## src/rtl/core/qsu_pkg.sv

```systemverilog
// qsu_pkg: types, character codes and utf-8 constants for the quoted string decoder
// no dependencies; imported by quoted_string_unescape_utf8

package qsu_pkg;

	typedef enum logic [1:0] {
		PH_START = 2'd0,
		PH_BODY  = 2'd1,
		PH_ESC   = 2'd2,
		PH_HEX   = 2'd3
	} phase_t;

	localparam logic [7:0] ChZero      = 8'h00;
	localparam logic [7:0] ChBackslash = 8'h5C;
	localparam logic [7:0] ChN         = 8'h6E;
	localparam logic [7:0] ChT         = 8'h74;
	localparam logic [7:0] ChR         = 8'h72;
	localparam logic [7:0] ChU         = 8'h75;
	localparam logic [7:0] ChNewline   = 8'h0A;
	localparam logic [7:0] ChTab       = 8'h09;
	localparam logic [7:0] ChCr        = 8'h0D;

	localparam logic [15:0] Utf8Max1 = 16'h007F;
	localparam logic [15:0] Utf8Max2 = 16'h07FF;
	localparam logic [7:0]  Utf8Lead2 = 8'hC0;
	localparam logic [7:0]  Utf8Lead3 = 8'hE0;
	localparam logic [7:0]  Utf8Cont  = 8'h80;
	localparam logic [7:0]  Utf8Mask6 = 8'h3F;

	// outcome of one byte handled as ordinary string text
	typedef struct packed {
		phase_t     ph;
		logic       emit;
		logic       done;
		logic       unterm;
	} body_res_t;

	function automatic body_res_t body_byte(input logic [7:0] b, input logic [7:0] quote);
		body_res_t r;
		r.ph     = PH_BODY;
		r.emit   = 1'b0;
		r.done   = 1'b0;
		r.unterm = 1'b0;
		if (b == ChZero) begin
			r.done   = 1'b1;
			r.unterm = 1'b1;
		end else if (b == ChBackslash) begin
			r.ph = PH_ESC;
		end else if (b == quote) begin
			r.done = 1'b1;
		end else begin
			r.emit = 1'b1;
		end
		return r;
	endfunction

	// value of a hex digit, valid flag in bit 4
	function automatic logic [4:0] hex_digit(input logic [7:0] b);
		logic [4:0] r;
		r = 5'd0;
		if (b >= 8'h30 && b <= 8'h39) begin
			r = {1'b1, b[3:0]};
		end else if ((b >= 8'h61 && b <= 8'h66) || (b >= 8'h41 && b <= 8'h46)) begin
			r = {1'b1, b[3:0] + 4'd9};
		end
		return r;
	endfunction

endpackage

```

## src/rtl/core/quoted_string_unescape_utf8.sv

```systemverilog
// quoted_string_unescape_utf8: byte-stream decoder for quoted string literals
// depends on qsu_pkg for phase codes, character constants and helpers

// Takes one source byte per transfer and decodes a quoted string literal: an
// optional opening quote is skipped, backslash escapes are resolved and \uXXXX
// becomes one to three utf-8 bytes. Each input byte is decoded in a single
// pass between the input register and a three-entry result buffer, so the
// block accepts one byte per cycle while the output is ready; a unicode escape
// that yields two or three bytes holds the input side while the result buffer
// drains one result per cycle with m_tready high. Bytes that produce no result
// (opening quote, backslash, leading hex digits) pass without any output
// transfer. The quote byte is written through the cfg channel, which is
// always ready and should be used only while idle. m_tuser carries has_byte,
// string_done and unterminated; m_tlast marks the last result caused by one
// input byte.

module quoted_string_unescape_utf8
	import qsu_pkg::*;
(
	input  logic       clk,
	input  logic       arst_n,
	input  logic       cfg_valid,
	output logic       cfg_ready,
	input  logic [7:0] cfg_data,   // quote_char
	input  logic       s_tvalid,
	output logic       s_tready,
	input  logic [7:0] s_tdata,    // in_byte
	input  logic       s_tlast,    // end_of_source
	output logic       m_tvalid,
	input  logic       m_tready,
	output logic [7:0] m_tdata,    // out_byte
	output logic       m_tlast,    // last
	output logic [2:0] m_tuser     // has_byte, string_done, unterminated
);

	logic [7:0]  quote_q;
	phase_t      phase_q;
	logic [1:0]  hex_cnt_q;
	logic [11:0] hex_val_q;

	logic        valid_s1;
	logic [7:0]  byte_s1;
	logic        eos_s1;

	logic [7:0]  ob_byte_q [3];
	logic [1:0]  ob_cnt_q;
	logic        ob_has_q;
	logic        ob_done_q;
	logic        ob_unterm_q;

	logic        adv;

	// decode results
	phase_t      nx_phase;
	logic [1:0]  nx_hex_cnt;
	logic [11:0] nx_hex_val;
	logic [7:0]  d_byte [3];
	logic [1:0]  d_n;
	logic        d_done;
	logic        d_unterm;
	logic [1:0]  d_cnt;

	assign cfg_ready = 1'b1;

	always_ff @(posedge clk or negedge arst_n) begin
		if (!arst_n) begin
			quote_q <= 8'd34;
		end else if (cfg_valid) begin
			quote_q <= cfg_data;
		end
	end

	assign adv      = valid_s1 && (ob_cnt_q == 2'd0 || (ob_cnt_q == 2'd1 && m_tready));
	assign s_tready = !valid_s1 || adv;

	always_ff @(posedge clk or negedge arst_n) begin
		if (!arst_n) begin
			valid_s1 <= 1'b0;
		end else if (s_tready) begin
			valid_s1 <= s_tvalid;
		end
	end

	always_ff @(posedge clk) begin
		if (s_tready) begin
			byte_s1 <= s_tdata;
			eos_s1  <= s_tlast;
		end
	end

	always_comb begin
		body_res_t   br;
		logic [4:0]  hd;
		logic [15:0] cp;
		nx_phase   = phase_q;
		nx_hex_cnt = hex_cnt_q;
		nx_hex_val = hex_val_q;
		d_byte[0]  = 8'd0;
		d_byte[1]  = 8'd0;
		d_byte[2]  = 8'd0;
		d_n        = 2'd0;
		d_done     = 1'b0;
		d_unterm   = 1'b0;
		br         = body_byte(byte_s1, quote_q);
		hd         = hex_digit(byte_s1);
		cp         = {hex_val_q, hd[3:0]};
		unique case (phase_q)
			PH_START, PH_BODY: begin
				if (phase_q == PH_START && byte_s1 == quote_q) begin
					nx_phase = PH_BODY;
				end else begin
					nx_phase  = br.ph;
					d_done    = br.done;
					d_unterm  = br.unterm;
					d_byte[0] = br.emit ? byte_s1 : 8'd0;
					d_n       = {1'b0, br.emit};
				end
			end
			PH_ESC: begin
				if (byte_s1 == ChZero) begin
					d_done   = 1'b1;
					d_unterm = 1'b1;
				end else begin
					nx_phase = PH_BODY;
					d_n      = 2'd1;
					case (byte_s1)
						ChN:     d_byte[0] = ChNewline;
						ChT:     d_byte[0] = ChTab;
						ChR:     d_byte[0] = ChCr;
						ChU: begin
							nx_phase   = PH_HEX;
							nx_hex_cnt = 2'd0;
							nx_hex_val = 12'd0;
							d_n        = 2'd0;
						end
						default: d_byte[0] = byte_s1;
					endcase
				end
			end
			PH_HEX: begin
				if (!hd[4]) begin
					// short escape is dropped, byte taken as plain text
					nx_hex_cnt = 2'd0;
					nx_hex_val = 12'd0;
					nx_phase   = br.ph;
					d_done     = br.done;
					d_unterm   = br.unterm;
					d_byte[0]  = br.emit ? byte_s1 : 8'd0;
					d_n        = {1'b0, br.emit};
				end else if (hex_cnt_q != 2'd3) begin
					nx_hex_cnt = hex_cnt_q + 2'd1;
					nx_hex_val = cp[11:0];
				end else begin
					nx_phase   = PH_BODY;
					nx_hex_cnt = 2'd0;
					nx_hex_val = 12'd0;
					if (cp <= Utf8Max1) begin
						d_byte[0] = cp[7:0];
						d_n       = 2'd1;
					end else if (cp <= Utf8Max2) begin
						d_byte[0] = Utf8Lead2 | {3'd0, cp[10:6]};
						d_byte[1] = Utf8Cont | (cp[7:0] & Utf8Mask6);
						d_n       = 2'd2;
					end else begin
						d_byte[0] = Utf8Lead3 | {4'd0, cp[15:12]};
						d_byte[1] = Utf8Cont | (cp[13:6] & Utf8Mask6);
						d_byte[2] = Utf8Cont | (cp[7:0] & Utf8Mask6);
						d_n       = 2'd3;
					end
				end
			end
			default: nx_phase = PH_START;
		endcase
		if (!d_done && eos_s1) begin
			d_done   = 1'b1;
			d_unterm = 1'b1;
		end
		if (d_done) begin
			nx_phase   = PH_START;
			nx_hex_cnt = 2'd0;
			nx_hex_val = 12'd0;
		end
		// an ended string with no byte still gives one marker result
		d_cnt = (d_n == 2'd0) ? {1'b0, d_done} : d_n;
	end

	always_ff @(posedge clk or negedge arst_n) begin
		if (!arst_n) begin
			phase_q   <= PH_START;
			hex_cnt_q <= 2'd0;
			hex_val_q <= 12'd0;
		end else if (adv) begin
			phase_q   <= nx_phase;
			hex_cnt_q <= nx_hex_cnt;
			hex_val_q <= nx_hex_val;
		end
	end

	always_ff @(posedge clk or negedge arst_n) begin
		if (!arst_n) begin
			ob_cnt_q <= 2'd0;
		end else if (adv) begin
			ob_cnt_q <= d_cnt;
		end else if (m_tvalid && m_tready) begin
			ob_cnt_q <= ob_cnt_q - 2'd1;
		end
	end

	always_ff @(posedge clk) begin
		if (adv) begin
			ob_byte_q[0] <= d_byte[0];
			ob_byte_q[1] <= d_byte[1];
			ob_byte_q[2] <= d_byte[2];
			ob_has_q     <= (d_n != 2'd0);
			ob_done_q    <= d_done;
			ob_unterm_q  <= d_unterm;
		end else if (m_tvalid && m_tready) begin
			ob_byte_q[0] <= ob_byte_q[1];
			ob_byte_q[1] <= ob_byte_q[2];
		end
	end

	assign m_tvalid = (ob_cnt_q != 2'd0);
	assign m_tdata  = ob_byte_q[0];
	assign m_tlast  = (ob_cnt_q == 2'd1);
	assign m_tuser  = {m_tlast && ob_done_q && ob_unterm_q, m_tlast && ob_done_q, ob_has_q};

	a_adv_drained: assert property (@(posedge clk) disable iff (!arst_n)
		adv |-> (ob_cnt_q == 2'd0 || ob_cnt_q == 2'd1))
		else $error("result buffer overwritten before drained");

	a_done_restart: assert property (@(posedge clk) disable iff (!arst_n)
		(adv && d_done) |=> (phase_q == PH_START && hex_cnt_q == 2'd0))
		else $error("decoder not back at start after string end");

	a_hex_phase: assert property (@(posedge clk) disable iff (!arst_n)
		(hex_cnt_q != 2'd0 || hex_val_q != 12'd0) |-> phase_q == PH_HEX)
		else $error("hex digits held outside unicode escape");

	a_marker_result: assert property (@(posedge clk) disable iff (!arst_n)
		(m_tvalid && !m_tuser[0]) |-> (m_tlast && m_tuser[1]))
		else $error("empty result that does not end a string");

endmodule
```

## config.mk

```make
export PLATFORM = sky130hd
export DESIGN_NAME = quoted_string_unescape_utf8
export DESIGN_NICKNAME = d
export VERILOG_FILES = /design/src/rtl/core/qsu_pkg.sv /design/src/rtl/core/quoted_string_unescape_utf8.sv
export SDC_FILE = /design/constraint.sdc
export NUM_CORES = 1
export LEC_CHECK = 0
export BUFFER_PORTS_ARGS = -buffer_cell sky130_fd_sc_hd__buf_2
export CAP_MARGIN = 20
export CORE_MARGIN = 8
export CORE_UTILIZATION = 45
export CTS_BUF_LIST = sky130_fd_sc_hd__clkbuf_16
export DETAILED_ROUTE_END_ITERATION = 12
export SLEW_MARGIN = 20
export SYNTH_ARGS = -nofsm -noshare
export SYNTH_HDL_FRONTEND = slang
export SYNTH_SLANG_ARGS = --single-unit
export TNS_END_PERCENT = 50
```

## constraint.sdc

```tcl
create_clock -name clk -period 3.78 [get_ports clk]
set_input_delay 0.378 -clock clk [delete_from_list [all_inputs] [get_ports clk]]
set_output_delay 0.378 -clock clk [all_outputs]
set_load 0.02 [all_outputs]
```

==> impl_metrics.yaml, run 1 <==
run_status:
  outcome: "finished clean"
clock_tree:
  cts_buffers: 9
  cts.sinks: 61
  path_clk_slew_ns: 0.05
  h-tree-depth: 3
  tritoncts: "done"
  cts_setup_buffers: 0
  cts_max_path_buffers: 2
  clk_latency_ns: 0.33
  clockRootBuffer: "clkbuf_16"
  cts_resized: 0
  postCtsHoldBufs: 0
critical_path:
  r2r_slack_ns: 0.80
  rr_startpoint: "byte_s1[0]"
  end_kind: "flip-flop"
  worstPathRequired_ns: 3.85
  crit_start: "byte_s1[0]"
  path_cells: "inv_1, ha_1, o21bai_1, a2111oi_4, o31a_1, o31ai_1, a221oi_1, nor2_1"
  r2r-end: "ob_byte_q[0][1]"
  critical_path.top_delay_family: "compound AO/OA/AOI/OAI gates"
  path_class: "reg -> reg"
  worstPathArrival_ns: 3.05
  worst_setup_path_start_kind: "flip-flop"
  worstPathBufferInverterCount: 1
  cp.depth: 8
  crit_path_end: "ob_byte_q[0][1]"
  cp_slowest_cell: "a2111oi_4"
  r2r_cells: 8
  critPathMaxFanout: 12
  slowest_delay_ns: 0.76
final_layout:
  multi_input_area_sq_mm: 0.001520
  area_delta_synth_final_pct: 12.79
  fillCellCount: 676
  antenna_cells: 0
  seqCellArea_sq_mm: 0.001699
  nNetsFinal: 369
  drive_above_1_share: 0.2290
floorplanning:
  die_area_sq_mm: 0.01066
  initial_core_util: 0.4525
  rows: 32
  core_area_sq_mm: 0.007567
  ios: 37
  die_w_um: 103.2
  die_h_um: 103.2
timing:
  slew_violations: 0
  rsz0062_at_grt: "false"
  setup_tns_ns: 0
  hold_viol: 0
  final.min_clock_period_ns: 2.980
  finalCritPeriodShare: 0.7884
  fin_ws_ns: 0.7998
  setup_viol: 0
  skew_ns: 0.007643
  relSlewSlack: 0.4990
  clock.fmax_mhz: 335.5
  worstMarginPinSlew_ns: 0.7515
global_route:
  grt_overflow: 0
  grt_usage: 0.1562
  grt_max_degree: 28
  first_global_vias: 2423
  antenna_found_initial: 0
  grt_pass1_wl_mm: 12.49
placement:
  io_buffers: 35
  pre_cts_slack_ns: 0.8702
  dp_hpwl_mm: 5.822
  routabilityCongestion: 0.9841
synthesis:
  synth_edf_count: 34
  ys_ff_latch: 61
  ys_top_cells_by_area: "edfxtp_1 (30%), dfrtp_1 (18%), mux2_2 (3.9%)"
  ys.flop_type: "edfxtp_1"
  synth.avg_cell_area_sq_um: 10.74
  async_flop_share: 0.4426
  yosys.area.top_type_share: 0.2981
  synthCells: 319
  synth.yosys.seq_area_share: 0.4962
  netlist_area_sq_mm: 0.003425
  synthDistinctLibCells: 68
  ys_warn_count: 0
  yosysTopAreaCell: "edfxtp_1"
  syn_nets: 348
drt:
  ant_nets: 0
  drc: 0
  first_pass_iters: 7
  drt_iter0_drc: 168
  via_per_inst: 5.817
  totalWireLength_mm: 7.869
  via_count: 2600
  wl_per_cell_um: 17.60
min_path:
  min_path_type: "in -> async"
power_and_ir_drop:
  ir_drop_v: 0.0003292
  p_leak_nw: 1.589
  powerDensity_mw_per_mm2: 713.2
job:
  maxCapViolations: 0
## placed cells by master (no fill, tap or decap), types with 2 or more instances in the layout
cell / n
a21o_1: 4
a21oi_1: 17
a221o_1: 2
a221oi_1: 2
a22o_1: 14
a22oi_1: 2
a31oi_1: 3
and2_1: 9
and3_1: 4
buf_2: 35
clkbuf_16: 9
clkinv_2: 2
clkinvlp_4: 3
dfrtp_1: 25
dfstp_2: 2
edfxtp_1: 34
ha_1: 7
inv_1: 12
mux2_2: 12
nand2_1: 21
nand2b_1: 4
nand3_1: 8
nand4_1: 2
nand4b_1: 2
nor2_1: 29
nor3_1: 7
nor4_1: 3
o21ai_0: 18
o2bb2ai_1: 2
o31a_1: 3
o41ai_1: 2
or4_1: 2
xor2_1: 8
## how the worst min path moves through the flow
stage | startpoint | end | slack, ns | cells after the start
2_1_floorplan | arst_n | hex_cnt_q[0] | 0.08 | 0
3_3_place_gp | arst_n | quote_q[2] | 0.44 | 1
3_5_place_dp | arst_n | quote_q[7] | 0.45 | 1
4_1_cts | arst_n | quote_q[7] | 0.09 | 1
5_1_grt | arst_n | quote_q[2] | 0.12 | 1
6_report | arst_n | quote_q[2] | 0.07 | 1
## synth_stat cells (2+ instances only)
| library cell | n |
|---|---|
| edfxtp_1 | 34 |
| nor2_1 | 29 |
| dfrtp_1 | 25 |
| nand2_1 | 21 |
| o21ai_0 | 18 |
| a21oi_1 | 17 |
| a22o_1 | 14 |
| buf_4 | 13 |
| inv_1 | 12 |
| mux2_2 | 12 |
| and2_1 | 9 |
| nand3_1 | 8 |
| xor2_1 | 8 |
| ha_1 | 7 |
| nor3_1 | 7 |
| clkbuf_1 | 6 |
| a21o_1 | 4 |
| and3_1 | 4 |
| buf_2 | 4 |
| nand2b_1 | 4 |
| a31oi_1 | 3 |
| nor4_1 | 3 |
| o31a_1 | 3 |
| a221o_1 | 2 |
| a221oi_1 | 2 |
| a22oi_1 | 2 |
| dfstp_2 | 2 |
| nand4_1 | 2 |
| nand4b_1 | 2 |
| o2bb2ai_1 | 2 |
| o41ai_1 | 2 |
| or4_1 | 2 |
## cell families after synthesis
| group | count (synthesis) | share of synthesized area |
|---|---|---|
| AND/OR/NAND/NOR | 105 | 0.1670 |
| multiplexers | 14 | 0.04677 |
| other | 1 | 0.001095 |
| XOR/XNOR | 8 | 0.02046 |
| buffers and inverters | 38 | 0.05991 |
| AO/OA/AOI/OAI | 85 | 0.1831 |
| adder cells (fa/ha/maj) | 7 | 0.02557 |
| flip-flops | 61 | 0.4962 |
## layout make-up
cell class | instances | area share
Clock buffer | 9 | 0.05831
Clock inverter | 7 | 0.01717
Inverter | 13 | 0.01263
Multi-Input combinational cell | 220 | 0.3936
Sequential cell | 61 | 0.4399
Tap cell | 102 | 0.03304
Timing Repair Buffer | 35 | 0.04535
## power breakdown
part / internal (mW) / switching (mW)
sequential: 0.954 / 0.171
clock: 0.504 / 0.283
combinational: 0.301 / 0.542
total: 1.76 / 0.996
## metrics by stage
| stage | instances | power, mW | area (sq um) | hold WS, ns | util |
|---|---|---|---|---|---|
| 2_1_floorplan | 319 | 1.802 | 3425 | 0.08241 | - |
| 3_5_place_dp | 431 | 1.983 | 3571 | 0.4451 | 0.4719 |
| 5_1_grt | 447 | 2.912 | 3862 | 0.1187 | 0.5104 |
| 4_1_cts | 447 | 2.775 | 3862 | 0.08906 | 0.5104 |
| 3_3_place_gp | 431 | 1.981 | 3571 | 0.4359 | 0.4719 |
| 6_report | 447 | 2.755 | 3862 | 0.07086 | 0.5104 |
## sequential cells by signal, indices dropped and copies added, names as in the netlist
register     count
hex_val_q       12
valid_s1         1
hex_cnt_q        2
ob_unterm_q      1
ob_byte_q       22
ob_has_q         1
eos_s1           1
ob_done_q        1
ob_cnt_q         2
phase_q          2
byte_s1          8
quote_q          8
## metal layers
metal,vias up,track usage,wire length [um]
met5,-,0,0
met4,0,0.07008,110
met3,20,0.03748,485
met2,113,0.2427,3668
met1,1244,0.2024,3605
li1,1223,-,-
Note: power is estimated with default switching activity, not from simulation.
==> run 2: changes to the inputs <==
==> constraint.sdc (replaced) <==
create_clock -name clk -period 2.9 [get_ports clk]
set_input_delay 0.29 -clock clk [delete_from_list [all_inputs] [get_ports clk]]
set_output_delay 0.29 -clock clk [all_outputs]
set_load 0.02 [all_outputs]
==> impl_metrics.yaml, run 2 (synthesis gave the netlist of run 1 again) <==
global_route:
  grt_pass1_wl_mm: 13.01
  first_global_vias: 2609
  grt_overflow: 0
  antenna_found_initial: 0
  grt_usage: 0.1613
  grt_max_degree: 28
final_layout:
  mostFrequentLayoutCell: "buf_2"
  drive_above_1_share: 0.2479
  fillCellCount: 689
  largest_register: "ob_byte_q"
  area_delta_synth_final_pct: 14.40
  fin_area_sq_mm: 0.003918
  antenna_cells: 0
  largest_register_ffs: 22
  biggestRegsByFlops: "ob_byte_q (22), hex_val_q (12)"
  nNetsFinal: 379
  final_cell_mix: "buf_2 (35), edfxtp_1 (34), nor2_1 (29)"
min_path:
  min_from: "s_tdata[3]"
  min_path_type: "in -> reg"
timing:
  relSlewSlack: 0.5804
  rsz0062_at_grt: "false"
  setup_tns_ns: 0
  setup_viol: 0
  skew_ns: 0.007718
  finalCritPeriodShare: 0.9285
  slew_violations: 0
  clock.fmax_mhz: 371.4
  final.min_clock_period_ns: 2.693
  worstMarginPinSlew_ns: 0.6294
  hold_viol: 0
floorplanning:
  die_h_um: 103.2
  die_area_sq_mm: 0.01066
  ios: 37
  die_w_um: 103.2
  initial_core_util: 0.4525
  core_area_sq_mm: 0.007567
  rows: 32
power_and_ir_drop:
  ir_drop_v: 0.0004276
  powerDensity_mw_per_mm2: 912.4
  p_leak_nw: 1.641
critical_path:
  worst_setup_path_start_kind: "flip-flop"
  worstPathRequired_ns: 2.97
  worstPathArrival_ns: 2.76
  path_class: "reg -> reg"
  end_kind: "flip-flop"
  rr_startpoint: "byte_s1[7]"
  crit_start: "byte_s1[7]"
  critPathMaxFanout: 9
clock_tree:
  clk_latency_ns: 0.33
  cts_max_path_buffers: 2
  tritoncts: "done"
  cts_buffers: 9
  cts_resized: 0
  h-tree-depth: 3
  path_clk_slew_ns: 0.05
  clockRootBuffer: "clkbuf_16"
  cts.sinks: 61
placement:
  io_buffers: 35
  dp_hpwl_mm: 5.855
  placed_cell_area_sq_mm: 0.003638
  routabilityCongestion: 0.9460
drt:
  drt_iter0_drc: 201
  drc: 0
  via_count: 2602
  ant_nets: 0
  totalWireLength_mm: 7.819
  first_pass_iters: 5
  wl_per_cell_um: 17.11
  via_per_inst: 5.694
job:
  maxCapViolations: 0
run_status:
  outcome: "finished clean"
run 2: worst max-delay path, stage by stage, from the launching register on:
cell and delay, ns:
edfxtp_1 0.55, or4b_4 0.63, nor3_4 0.34, o31a_1 0.20, o31ai_1 0.13, a221oi_1 0.47, o21ai_1 0.10
run 2: timing repair:
| action | in CTS | in global routing |
|---|---|---|
| endpoints found under the hold margin | 6 | 0 |
| setup buffers | 0 | 0 |
| hold buffers | 1 | 0 |
run 2: final timing paths:
check	to	slack (ns)	depth (start not counted)
hold / removal	byte_s1[3]	0.13	1
hold reg to reg	hex_cnt_q[1]	0.49	1
max in group asynchronous	hex_cnt_q[1]	1.97	2
setup / recovery	ob_byte_q[0][0]	0.21	6
min in group asynchronous	quote_q[2]	0.51	2
setup reg to reg	ob_byte_q[0][0]	0.21	6
run 2: area by class of cell:
type	count	area [sq um]	share of cell area
clock buffers	9	225.2	0.05749
clock inverters	7	43.79	0.01118
inverters	13	48.80	0.01246
multi-input cells	220	1520	0.3881
flip-flops and latches	61	1699	0.4337
well taps	102	127.6	0.03258
repair buffers	45	252.7	0.06452
run 2: report_power, final:
| group | internal, mW | switching [mW] | leakage (nW) |
|---|---|---|---|
| registers | 1.24 | 0.178 | 0.683 |
| logic | 0.442 | 0.760 | 0.821 |
| clock network | 0.571 | 0.381 | 0.136 |
run 2: layer usage:
metal	vias to the layer above	global-route usage	wire, um	share of wire
met2	117	0.2546	3617	0.46
li1	1237	-	-	-
met4	0	0.06563	134	0.017
met3	14	0.05154	649	0.083
met5	-	0	0	0
met1	1234	0.2001	3417	0.44
run 2: through the flow:
| stage | setup WS, ns | std cells | total power [mW] | util | hold WS (ns) |
|---|---|---|---|---|---|
| 6_report | 0.2072 | 457 | 3.574 | 0.5177 | 0.1288 |
| 3_3_place_gp | 0.3120 | 440 | 2.634 | 0.4808 | 0.3451 |
| 4_1_cts | 0.2565 | 457 | 3.608 | 0.5177 | 0.1191 |
| 2_1_floorplan | 0.3612 | 319 | 2.349 | - | -0.005591 |
| 5_1_grt | 0.04671 | 457 | 3.786 | 0.5177 | 0.1186 |
| 3_5_place_dp | 0.2683 | 440 | 2.647 | 0.4808 | 0.3530 |
==> run 3: changes to the inputs <==
--- a/config.mk
+++ b/config.mk
@@ -11,6 +11,7 @@
 export CORE_UTILIZATION = 45
 export CTS_BUF_LIST = sky130_fd_sc_hd__clkbuf_16
 export DETAILED_ROUTE_END_ITERATION = 12
+export SETUP_SLACK_MARGIN = 0.3
 export SLEW_MARGIN = 20
 export SYNTH_ARGS = -nofsm -noshare
 export SYNTH_HDL_FRONTEND = slang
==> impl_metrics.yaml, run 3 (synthesis gave the netlist of run 1 again) <==
final_layout:
  drive_above_1_share: 0.2778
  fin_area_sq_mm: 0.003993
  largest_register: "ob_byte_q"
  final_cell_mix: "buf_2 (35), edfxtp_1 (34), nor2_1 (29)"
  largest_register_ffs: 22
  final_util: 0.5276
  mostFrequentLayoutCell: "buf_2"
  nNetsFinal: 384
  biggestRegsByFlops: "ob_byte_q (22), hex_val_q (12)"
  antenna_cells: 0
  area_delta_synth_final_pct: 16.59
critical_path:
  r2r_cells: 6
  worst_setup_path_start_kind: "flip-flop"
  path_class: "reg -> reg"
  worstPathRequired_ns: 2.97
  crit_start: "byte_s1[4]"
  worstPathArrival_ns: 2.63
  r2r_slack_ns: 0.35
  r2r-end: "ob_byte_q[0][1]"
  end_kind: "flip-flop"
  critPathMaxFanout: 8
  rr_startpoint: "byte_s1[4]"
floorplanning:
  ios: 37
  initial_core_util: 0.4525
  die_h_um: 103.2
  die_area_sq_mm: 0.01066
  core_area_sq_mm: 0.007567
  die_w_um: 103.2
  rows: 32
clock_tree:
  clockRootBuffer: "clkbuf_16"
  cts_max_path_buffers: 2
  tritoncts: "done"
  path_clk_slew_ns: 0.06
  clk_latency_ns: 0.33
  h-tree-depth: 3
  cts.sinks: 61
  cts_buffers: 9
min_path:
  min_path_type: "in -> reg"
  hold_path_depth: 1
  worstHoldEndpoint: "byte_s1[3]"
  min_from: "s_tdata[3]"
timing:
  setup_tns_ns: 0
  clock.fmax_mhz: 391.7
  hold_viol: 0
  setup_viol: 0
  finalCritPeriodShare: 0.8804
  relSlewSlack: 0.5726
  final.min_clock_period_ns: 2.553
  skew_ns: 0.007739
  worstMarginPinSlew_ns: 0.6412
  rsz0062_at_grt: "true"
  slew_violations: 0
power_and_ir_drop:
  p_comb_frac: 0.350
  finalPower_mw: 3.653
  p_sw_mw: 1.350
  ir_drop_v: 0.0004416
  internal_power_mw: 2.303
  swShare: 0.3695
  p_leak_nw: 1.669
  powerDensity_mw_per_mm2: 914.9
  p_seq_frac: 0.387
  clkPwrFrac: 0.262
global_route:
  first_global_vias: 2619
  grt_max_degree: 28
  antenna_found_initial: 0
  grt_pass1_wl_mm: 13.10
  grt_overflow: 0
  grt_usage: 0.1625
placement:
  placed_cell_area_sq_mm: 0.003638
  routabilityCongestion: 0.9460
  dp_hpwl_mm: 5.855
  io_buffers: 35
drt:
  totalWireLength_mm: 7.968
  ant_nets: 0
  drt_iter0_drc: 199
  drc: 0
  via_per_inst: 5.643
  first_pass_iters: 4
  wl_per_cell_um: 17.25
  via_count: 2607
job:
  maxCapViolations: 0
run_status:
  outcome: "finished clean"
-- run 3: worst max-delay path, stage by stage, from the launching register on --
cell and delay (ns):
edfxtp_1 0.54, or4b_4 0.61, nor3_4 0.33, o31a_1 0.19, o31ai_1 0.14, a221oi_1 0.41, nor2_1 0.07
-- run 3: repair_timing --
action | CTS | global route
hold endpoints to repair | 6 | 0
setup buffers | 2 | 3
endpoints found under the setup margin | 1 | 32
gates resized for setup | 0 | 9
hold buffers | 1 | 0
pin swaps | 2 | 2
-- run 3: power by group through the flow --
stage	Clock, mW	Sequential, mW	Combinational (mW)
floorplan	0	1.33	1.02
global placement	0	1.44	1.20
detailed placement	0	1.44	1.21
CTS	0.972	1.42	1.23
global route	1.00	1.44	1.41
finish	0.957	1.42	1.28
-- run 3: stage by stage --
stage               instances  setup WS [ns]  hold WS [ns]
floorplan                 319         0.3612     -0.005591
global placement          440         0.3120        0.3451
detailed placement        440         0.2683        0.3530
CTS                       459         0.3279        0.1191
global route              462         0.2682        0.1186
finish                    462         0.3469        0.1280
-- run 3: worst max-delay path by stage --
stage                 endpoint  slack (ns)  depth (start not counted)
2_1_floorplan  ob_byte_q[0][0]        0.36                         10
3_3_place_gp   ob_byte_q[0][0]        0.31                          8
3_5_place_dp   ob_byte_q[0][0]        0.27                          6
4_1_cts        ob_byte_q[0][0]        0.33                          6
5_1_grt        ob_byte_q[0][1]        0.27                          8
6_report       ob_byte_q[0][1]        0.35                          6
-- run 3: area by class of cell --
type	count	area, sq um
Fill cell	673	3575
Sequential cell	61	1699
Multi-Input combinational cell	220	1558
Timing Repair Buffer	50	290.3
Clock buffer	9	225.2
Tap cell	102	127.6
Inverter	13	48.80
Clock inverter	7	43.79
-- run 3: routing by layer --
layer | part of all wire | vias up | global-route usage
met5 | 0 | - | 0
met4 | 0.020 | 0 | 0.06563
met3 | 0.081 | 15 | 0.05154
met2 | 0.46 | 106 | 0.2561
met1 | 0.44 | 1238 | 0.2021
li1 | - | 1248 | -
